File: config.mk
export PLATFORM = sky130hd
export DESIGN_NAME = pncb_ctrl
export DESIGN_NICKNAME = d
export VERILOG_FILES = /design/src/rtl/pncb_pkg.sv /design/src/rtl/pncb_ctrl.sv
export VERILOG_INCLUDE_DIRS = /design/src /design/src/rtl
export SDC_FILE = /design/constraint.sdc
export NUM_CORES = 1
export LEC_CHECK = 0
export ABC_AREA = 1
export BUFFER_PORTS_ARGS = -buffer_cell sky130_fd_sc_hd__buf_4
export CAP_MARGIN = 25
export CORE_AREA = 3 3 40 42
export CTS_BUF_LIST = sky130_fd_sc_hd__clkbuf_2
export CTS_CLUSTER_SIZE = 8
export DETAILED_ROUTE_END_ITERATION = 12
export DIE_AREA = 0 0 43 45
export PLACE_DENSITY = 0.56
export SYNTH_ARGS = -nofsm -noshare
export SYNTH_HDL_FRONTEND = slang
export SYNTH_SLANG_ARGS = --single-unit
File: constraint.sdc
create_clock -name clock -period 1.2 [get_ports clock]
set_clock_uncertainty 0.05 [all_clocks]
set_input_delay 0.24 -clock clock [delete_from_list [all_inputs] [get_ports clock]]
set_output_delay 0.24 -clock clock [all_outputs]
set_load 0.02 [all_outputs]
File: src/rtl/assert_macros.svh
// ----------------------------------------------------------------------------
// Assertion macros
// Shared concurrent assertion forms for the palette search and blend block.
// ----------------------------------------------------------------------------
`ifndef ASSERT_MACROS_SVH
`define ASSERT_MACROS_SVH

// Same-cycle implication, disabled during reset.
`define ASSERT_IMPLIES(label, clk, rst, ante, cons, msg) \
   label: assert property (@(posedge clk) disable iff (rst) (ante) |-> (cons)) \
      else $error(msg);

// Next-cycle implication, disabled during reset.
`define ASSERT_NEXT(label, clk, rst, ante, cons, msg) \
   label: assert property (@(posedge clk) disable iff (rst) (ante) |=> (cons)) \
      else $error(msg);

`endif

File: src/rtl/pncb_pkg.sv
// ----------------------------------------------------------------------------
// pncb_pkg
// Types, constants and helper functions shared by the palette search and
// blend controller, datapath and top level.
// ----------------------------------------------------------------------------
package pncb_pkg;

   localparam int unsigned PALETTE_ENTRIES_DEFAULT = 256;

   localparam int unsigned COUNT_W     = 9;
   localparam int unsigned STRENGTH_W  = 7;
   localparam int unsigned INDEX_W     = 8;
   localparam int unsigned WORD_W      = 16;
   localparam int unsigned CHAN_IN_W   = 10;
   localparam int unsigned CHAN_W      = 8;
   localparam int unsigned CSR_DATA_W  = 9;
   localparam int unsigned CSR_INDEX_W = 1;
   localparam int unsigned PROD_W      = 16;
   localparam int unsigned MAG_W       = 15;
   localparam int unsigned RECIP_W     = 13;
   localparam int unsigned QUOT_W      = 9;
   localparam int unsigned SQ_W        = 17;
   localparam int unsigned DIST_W      = 18;

   // Division by 100 as multiplication by 5243 and a shift by 19; exact for
   // magnitudes below 2^15.
   localparam logic [RECIP_W-1:0] RECIP_100   = 13'd5243;
   localparam int unsigned        RECIP_SHIFT = 19;

   localparam logic [STRENGTH_W-1:0] STRENGTH_MIN   = 7'd1;
   localparam logic [STRENGTH_W-1:0] STRENGTH_MAX   = 7'd100;
   localparam logic [STRENGTH_W-1:0] STRENGTH_RESET = 7'd100;

   typedef logic [2:0][CHAN_W-1:0] color_type;

   typedef enum logic [1:0] {
      OP_LOAD  = 2'd0,
      OP_QUERY = 2'd1,
      OP_BLEND = 2'd2,
      OP_NONE  = 2'd3
   } opcode_type;

   typedef enum logic [CSR_INDEX_W-1:0] {
      CSR_PALETTE_COUNT  = 1'b0,
      CSR_BLEND_STRENGTH = 1'b1
   } csr_index_type;

   typedef enum logic [2:0] {
      ST_IDLE,
      ST_DECODE,
      ST_READ_A,
      ST_READ_B,
      ST_MIX_MUL,
      ST_MIX_DIV,
      ST_MIX_ADD,
      ST_SEARCH
   } state_type;

   typedef enum logic [1:0] {
      RD_HERE,
      RD_FROM,
      RD_SCAN
   } read_sel_type;

   typedef enum logic {
      TGT_QUERY,
      TGT_MIX
   } target_sel_type;

   typedef enum logic [2:0] {
      RES_ZERO,
      RES_ONE,
      RES_HERE,
      RES_BEST,
      RES_BLEND
   } result_sel_type;

   typedef struct packed {
      logic           capture;
      logic           mem_write;
      read_sel_type   read_sel;
      logic           a_load;
      logic           target_load;
      target_sel_type target_sel;
      logic           search_init;
      logic           search_run;
      logic           result_load;
      result_sel_type result_sel;
   } dp_cmd_type;

   typedef struct packed {
      opcode_type opcode;
      logic       small_palette;
      logic       blend_skip;
      logic       search_done;
   } dp_status_type;

   function automatic logic [CHAN_W-1:0] widen5(input logic [4:0] c);
      return {c, c[4:2]};
   endfunction

   function automatic logic [CHAN_W-1:0] clamp_channel(input logic signed [CHAN_IN_W-1:0] v);
      logic [CHAN_W-1:0] r;
      if (v < 0) begin
         r = '0;
      end else if (v > 10'sd255) begin
         r = '1;
      end else begin
         r = v[CHAN_W-1:0];
      end
      return r;
   endfunction

endpackage

File: src/rtl/pncb_ctrl.sv
// ----------------------------------------------------------------------------
// pncb_ctrl
// Controller: sequences load, query and blend operations over the datapath
// and drives the busy flag and the result strobe.
// ----------------------------------------------------------------------------
`include "assert_macros.svh"

module pncb_ctrl import pncb_pkg::*; (
   input  logic          clock,
   input  logic          reset,
   input  logic          start,
   output logic          busy,
   output logic          rsp_strobe,
   input  dp_status_type status,
   output dp_cmd_type    cmd
);

   state_type state_ff;
   state_type state_in;
   logic      rsp_strobe_ff;

   always_ff @(posedge clock) begin
      if (reset) begin
         state_ff      <= ST_IDLE;
         rsp_strobe_ff <= 1'b0;
      end else begin
         state_ff      <= state_in;
         rsp_strobe_ff <= cmd.result_load;
      end
   end

   always_comb begin
      state_in = state_ff;
      unique case (state_ff)
         ST_IDLE: begin
            if (start) begin
               state_in = ST_DECODE;
            end
         end
         ST_DECODE: begin
            unique case (status.opcode)
               OP_QUERY: state_in = status.small_palette ? ST_IDLE : ST_SEARCH;
               OP_BLEND: state_in = status.blend_skip ? ST_IDLE : ST_READ_A;
               default:  state_in = ST_IDLE;
            endcase
         end
         ST_READ_A:  state_in = ST_READ_B;
         ST_READ_B:  state_in = ST_MIX_MUL;
         ST_MIX_MUL: state_in = ST_MIX_DIV;
         ST_MIX_DIV: state_in = ST_MIX_ADD;
         ST_MIX_ADD: state_in = ST_SEARCH;
         ST_SEARCH: begin
            if (status.search_done) begin
               state_in = ST_IDLE;
            end
         end
         default: state_in = ST_IDLE;
      endcase
   end

   always_comb begin
      cmd            = '0;
      cmd.read_sel   = RD_SCAN;
      cmd.target_sel = TGT_QUERY;
      cmd.result_sel = RES_ZERO;
      unique case (state_ff)
         ST_IDLE: begin
            cmd.capture = start;
         end
         ST_DECODE: begin
            unique case (status.opcode)
               OP_LOAD: begin
                  cmd.mem_write   = 1'b1;
                  cmd.result_load = 1'b1;
               end
               OP_QUERY: begin
                  if (status.small_palette) begin
                     cmd.result_sel  = RES_ONE;
                     cmd.result_load = 1'b1;
                  end else begin
                     cmd.target_load = 1'b1;
                     cmd.search_init = 1'b1;
                  end
               end
               OP_BLEND: begin
                  if (status.blend_skip) begin
                     cmd.result_sel  = RES_HERE;
                     cmd.result_load = 1'b1;
                  end
               end
               default: begin
                  cmd.result_load = 1'b1;
               end
            endcase
         end
         ST_READ_A: begin
            cmd.read_sel = RD_HERE;
         end
         ST_READ_B: begin
            cmd.read_sel = RD_FROM;
            cmd.a_load   = 1'b1;
         end
         ST_MIX_MUL: begin
         end
         ST_MIX_DIV: begin
         end
         ST_MIX_ADD: begin
            cmd.target_sel  = TGT_MIX;
            cmd.target_load = 1'b1;
            cmd.search_init = 1'b1;
         end
         ST_SEARCH: begin
            cmd.search_run = 1'b1;
            if (status.search_done) begin
               cmd.result_load = 1'b1;
               cmd.result_sel  = (status.opcode == OP_BLEND) ? RES_BLEND : RES_BEST;
            end
         end
         default: begin
         end
      endcase
   end

   assign busy       = state_ff != ST_IDLE;
   assign rsp_strobe = rsp_strobe_ff;

   `ASSERT_IMPLIES(a_strobe_when_idle, clock, reset, rsp_strobe, !busy, "result beat shown while busy")
   `ASSERT_IMPLIES(a_strobe_after_work, clock, reset, rsp_strobe, $past(busy), "result beat without preceding work")
   `ASSERT_NEXT(a_accept_decodes, clock, reset, start && !busy, state_ff == ST_DECODE, "accepted request not decoded")

endmodule

* Word-level counts from Yosys, hierarchy flattened
Cells that the tools add are included.
** Word-level totals
- Output and inout port bits :: 15
- Input bits :: 8
- Register bits :: 4
- Logic and storage cells :: 40
** Operators by class
- Muxes and demuxes :: 23
- Equal/unequal tests :: 11
- Reduce and logical (&&, ||, !) cells :: 4
** Operator list (count)
- case mux 3 bit (8 select lines) :: 1
- equality test 3 bit (second input constant) :: 4
- two-way mux 3 bit :: 4
- two-way mux 4 bit :: 3
- case mux 3 bit (2 select lines) :: 2
- two-way mux 1 bit :: 8
- case mux 4 bit (2 select lines) :: 1
- equality test 3 x 2 -> 1 bit (second input constant) :: 2
- != test 2 bit (second input constant) :: 2
- case mux 1 bit (2 select lines) :: 2
- case mux 2 bit (2 select lines) :: 1
- equality test 3 x 1 -> 1 bit (second input constant) :: 1
- zero test 3 bit :: 1
- nonzero test 3 bit :: 1
- equality test 2 x 1 -> 1 bit (second input constant) :: 1
- equality test 2 bit (second input constant) :: 1
- zero test 2 bit :: 1
- two-way mux 2 bit :: 1
- AND reduction 2 bit :: 1

* Depth between registers and ports, before layout
Gate-level depths: netlist of run 1.
- Depth in word-level cells :: 4
- Mapped depth :: 8
- Gate-level depth less buffers :: 8

* Least setup slack after synthesis of run 1
OpenSTA, ideal clock, no wires.
- Kind :: register -> output
- Start :: register state_ff[0]
- End :: output cmd[1] (netlist name)
- Buffers on the path :: 0
- Path slack :: -0.313 ns
- Stages on the path, launching flop included :: 6
- Arrival :: 1.223 ns
- Cells stage by stage :: dfxtp_1 nand2_2 nor2_4 nand2_2 or2_1 o21ai_0
** RTL lines
- from (decl) :: line pncb_ctrl.sv:18 : state_type state_ff;
- from (signal assigned) :: line pncb_ctrl.sv:27 : state_ff <= state_in;
- to (decl) :: line pncb_ctrl.sv:15 : output dp_cmd_type cmd

==> run metrics, run 1 <==
status finished with violations; failing checks negative setup slack; final core occ 0.686; critical path type reg -> out; Hold EP rsp_strobe; Max Clock Freq 651 MHz; Worst Tran Pin Value 196 ps; Synth async-reset ratio 0; routability cong. 0.769; Worst Hold Launch reset; Root Buffer clkbuf_2; All-Layer GR Usage 0.151; hpwl dp 956 microns; Post-Synthesis Cell Area 397 sq um; Slew HR 0.868; Worst setup SP type flip-flop; Tcrit/Tclk final 1.28; fin nets 122; count leader, synth nand2_1; post-DR vias/cell 4.40; Final Max Slew Viols 0; total detailed-routing wirelength 1.36 mm; worst path arrival time 1250 ps; CTS HTree Levels 1; placed cells 115; post-synth cell types 14; YS warnings 0; post-route ant nets 0; Worst path max stage delay 350 ps; Max Cap Viol 0; DIE AREA 0.00194 sq mm; I/O pin count 23; Pre-antenna DRT Iters 4; Mapped Cells 68; vias in the first global route 524; die height 45 microns; cell mode on critical path buf_6; first-pass GRT wire length 2.16 mm; core area 0.00128 sq mm; # rows 13; hold buffer count at cts 0; ratio of cells with drive above 1 in the final layout 0.648; FF-to-FF Start state_ff[1]; clock slew at reported path FFs 40 ps; Post-synth top flop dfxtp_1; TritonCTS clock tree built; area share of the largest cell type after synthesis 0.202; Area Overhead vs Synth 122%; synthesized net count 80; Antenna Cells 0; final setup violation count 17; final std cells w/o fill 123; number of synthesized flops with an enable pin 0; PD cells 747 mW/mm^2; Vias 541; Max stage delay cell, worst path dfxtp_4; DRC 0; Max Root-Sink Buffers 2; flops & latches, synth 4; wire per inst 11.1 microns; initial antenna violation count 0; DR iter-0 viols 12; Worst VDD drop 0.470 mV; filler instances 102; post-layout minimum cycle time 1540 ps; commonest cells in the netlist nand2_1, inv_1, nor2_1, nand3_1; Worst Path Max Fanout 4; largest net degree at the start of global routing 7; final hold violations 0; RR Endpoint state_ff[0]; post-synth top area cell dfxtp_1; R2R Setup Slk -110 ps; main area contributors after synthesis dfxtp_1, nand2_1, inv_1, ha_1, nand3_1; WP data required 910 ps; WHS Path Cells 2; Worst Reg-to-Reg Cells 8; Clock Latency Late Sink 210 ps; worst setup margin -336 ps; P_leak 0.484 nW; post-synthesis average cell area 5.83 sq um; GRT overflow 0; Sinks on Clock Net 4; Hold Path Class in -> reg; cts bufs inserted 3; Setup crit end kind output port; sequential cell area fraction in the yosys report 0.202; Die Wd 43 microns; unrepaired setup endpoints after global routing yes; critical path cell sequence buf_4 > buf_6 > nor2_4 > nand2_2 > nor2_2 > buf_6; # port buffers 22; starting density of the core 0.309
state kept, by name (all words and copies together) (netlist names):
name / flops
rsp_strobe: 1
state_ff: 3
power by group:
part	switching, mW	total (mW)	internal, mW
Sequential	0.0131	0.161	0.148
Combinational	0.197	0.378	0.181
Clock	0.0529	0.120	0.0671
through the flow:
step                      total power, mW  hold slack [ps]  setup slack, ps  cell area, sq um  setup TNS [ps]
after detailed placement            0.437              363             -234               698           -1200
after floorplan                     0.308              259             -143               439            -581
after global placement              0.433              359             -218               698           -1110
final                               0.659              143             -336               882           -3280
after global routing                0.709              128             -424               882           -4600
after CTS                           0.621              128             -360               822           -3520
critical path, delay by kind of cell, from the launching register on:
family	cells	cell delay (ps)
simple gates	3	300
flops	1	350
buf+inv	3	370
how the worst max path moves through the flow:
stage / from / end / slack [ps] / cells after the start
floorplan: state_ff[0] / cmd[0] / -140 / 5
global placement: status[4] / cmd[3] / -220 / 8
detailed placement: status[4] / cmd[3] / -230 / 8
CTS: state_ff[1] / cmd[0] / -360 / 6
global route: state_ff[1] / cmd[12] / -420 / 6
finish: state_ff[1] / cmd[12] / -340 / 6
kinds of logic (layout without fill, tap and decap cells):
kind of cell             count (synthesis)  after routing  synth area share
AND/OR/NAND/NOR                         36             36             0.407
AO/OA/AOI/OAI                            6              6            0.0757
flip-flops                               4              4             0.202
buffers and inverters                   18             58             0.189
adder cells (fa/ha/maj)                  4              4             0.126
layout by cell type (no fill, tap or decap), drive strengths merged:
| master | count |
|---|---|
| nand3 | 5 |
| nand4 | 2 |
| ha | 4 |
| a21oi | 3 |
| buf | 39 |
| or2 | 1 |
| dfxtp | 4 |
| inv | 16 |
| nor2 | 7 |
| o21ai | 3 |
| nand2 | 21 |
| clkbuf | 3 |
layer usage:
| layer | track usage | vias to the layer above | part of all wire |
|---|---|---|---|
| met5 | 0 | - | 0 |
| met4 | 0.0904 | 0 | 0.013 |
| met3 | 0.0279 | 2 | 0.042 |
| met2 | 0.254 | 20 | 0.55 |
| met1 | 0.179 | 233 | 0.40 |
| li1 | - | 286 | - |
area by class of cell:
type	instances	area, sq um	area share
timing repair buffer	39	349	0.396
multi-input combinational	46	345	0.391
sequential	4	88.8	0.101
inverter	16	65.1	0.0738
tap	15	18.8	0.0213
clock buffer	3	15.0	0.0170
timing repair:
action | CTS | global route
pin swaps | 11 | 9
setup buffers | 4 | 4
endpoints found under the setup margin | 16 | 18
resized for setup | 26 | 17
Note: power is estimated with default switching activity, not from simulation.
==> inputs of run 2 (changes only) <==
==> constraint.sdc (replaced) <==
create_clock -name clock -period 1.2 [get_ports clock]
set_clock_uncertainty 0.05 [all_clocks]
set_input_delay 0.12 -clock clock [delete_from_list [all_inputs] [get_ports clock]]
set_output_delay 0.12 -clock clock [all_outputs]
set_load 0.02 [all_outputs]
==> run 2 against run 1 <==
  * The run still ends with negative setup slack left
  * Cell count fell by 1.6%
  * Core utilization fell by 6.2 points
  * Global-route usage fell by 2.1 points
  * Die area unchanged
  * Sequential power hardly changed
==> run metrics, run 2 (synthesis results as in run 1) <==
status finished with violations; failing checks negative setup slack; Setup crit end kind output port; Worst Setup SP state_ff[1]; cts bufs inserted 3; Worst VDD drop 0.447 mV; initial antenna violation count 0; largest net degree at the start of global routing 7; hold buffer count at cts 0; clock slew at reported path FFs 50 ps; Max Clock Freq 716 MHz; Area Overhead vs Synth 102%; starting density of the core 0.309; Die Wd 43 microns; most common library cell in the layout ignoring fill and taps buf_4; core area 0.00128 sq mm; Final Max Slew Viols 0; I/O pin count 23; GRT overflow 0; Max Cap Viol 0; Worst Path Max Fanout 4; commonest cells after routing, fill and taps aside buf_4, inv_1, nand2_1, buf_6, nand2_2; filler instances 120; post-route ant nets 0; Clock Latency Late Sink 210 ps; PD cells 783 mW/mm^2; Most flops, register state_ff; DR iter-0 viols 8; routability cong. 0.720; Tcrit/Tclk final 1.16; fin nets 119; FF-to-FF Start state_ff[1]; TritonCTS clock tree built; Worst Reg-to-Reg Cells 6; vias in the first global route 449; DIE AREA 0.00194 sq mm; wire per inst 8.91 microns; unrepaired setup endpoints after global routing yes; P_leak 0.468 nW; total detailed-routing wirelength 1.08 mm; All-Layer GR Usage 0.130; Antenna Cells 0; Fin Hold WS 27.0 ps; hpwl dp 867 microns; Hold Path Class in -> reg; register area 88.8 sq um; first-pass GRT wire length 1.82 mm; WP data required 1030 ps; pre-CTS setup slack -15.8 ps; Pre-antenna DRT Iters 4; R2R Setup Slk -30 ps; Slew HR 0.853; die height 45 microns; Multi-input gate area 307 sq um; post-layout minimum cycle time 1400 ps; Root Buffer clkbuf_2; # rows 13; CTS HTree Levels 1; ratio of cells with drive above 1 in the final layout 0.575; RR Endpoint state_ff[2]; Vias 524; worst path arrival time 1230 ps; Setup TNS -1520 ps; Worst Setup EP cmd[0]; Worst setup SP type flip-flop; DRC 0; final hold violations 0; Sinks on Clock Net 4; Worst Tran Pin Value 220 ps; final setup violation count 14; Max Root-Sink Buffers 2; critical path type reg -> out; worst setup margin -197 ps; # port buffers 22; max FFs per register 3; post-DR vias/cell 4.33
run 2: timing repair:
action,4_1_cts,5_1_grt
pin swaps,5,5
endpoints found under the setup margin,12,16
buffers inserted,2,6
gates resized for setup,15,9
run 2: layer usage:
layer	global-route usage	vias up	wire, microns
li1	-	281	-
met1	0.156	228	505
met2	0.192	13	494
met3	0.0478	2	68
met4	0.0904	0	9
met5	0	-	0
run 2: worst min path at each step:
stage | startpoint | to | cells after the start
2_1_floorplan | reset | rsp_strobe | 1
3_3_place_gp | reset | rsp_strobe | 2
3_5_place_dp | reset | rsp_strobe | 2
4_1_cts | reset | rsp_strobe | 2
5_1_grt | reset | rsp_strobe | 2
6_report | reset | rsp_strobe | 2
run 2: through the flow:
step	power (mW)	cell area, sq um	util	std cells
2_1_floorplan	0.306	437	-	68
3_3_place_gp	0.412	658	0.512	110
3_5_place_dp	0.412	658	0.512	110
4_1_cts	0.593	736	0.573	116
5_1_grt	0.689	802	0.624	121
6_report	0.628	802	0.624	121
run 2: final cells by class:
| cell class | count | share of cell area |
|---|---|---|
| Inverter | 16 | 0.0749 |
| Tap cell | 15 | 0.0234 |
| Multi-Input combinational cell | 46 | 0.382 |
| Clock buffer | 4 | 0.0250 |
| Sequential cell | 4 | 0.111 |
| Timing Repair Buffer | 36 | 0.384 |
run 2: critical path, stage by stage, from the launching register on:
cell     delay (ps)
dfxtp_4         370
nand2_4          60
nor2_4           90
nand2_2          70
or2_4           250
o21ai_4          60
buf_6           130
run 2: where the power goes:
group	internal, mW	switching [mW]
clock network	0.0880	0.0587
logic	0.158	0.163
registers	0.148	0.0129
total	0.394	0.234
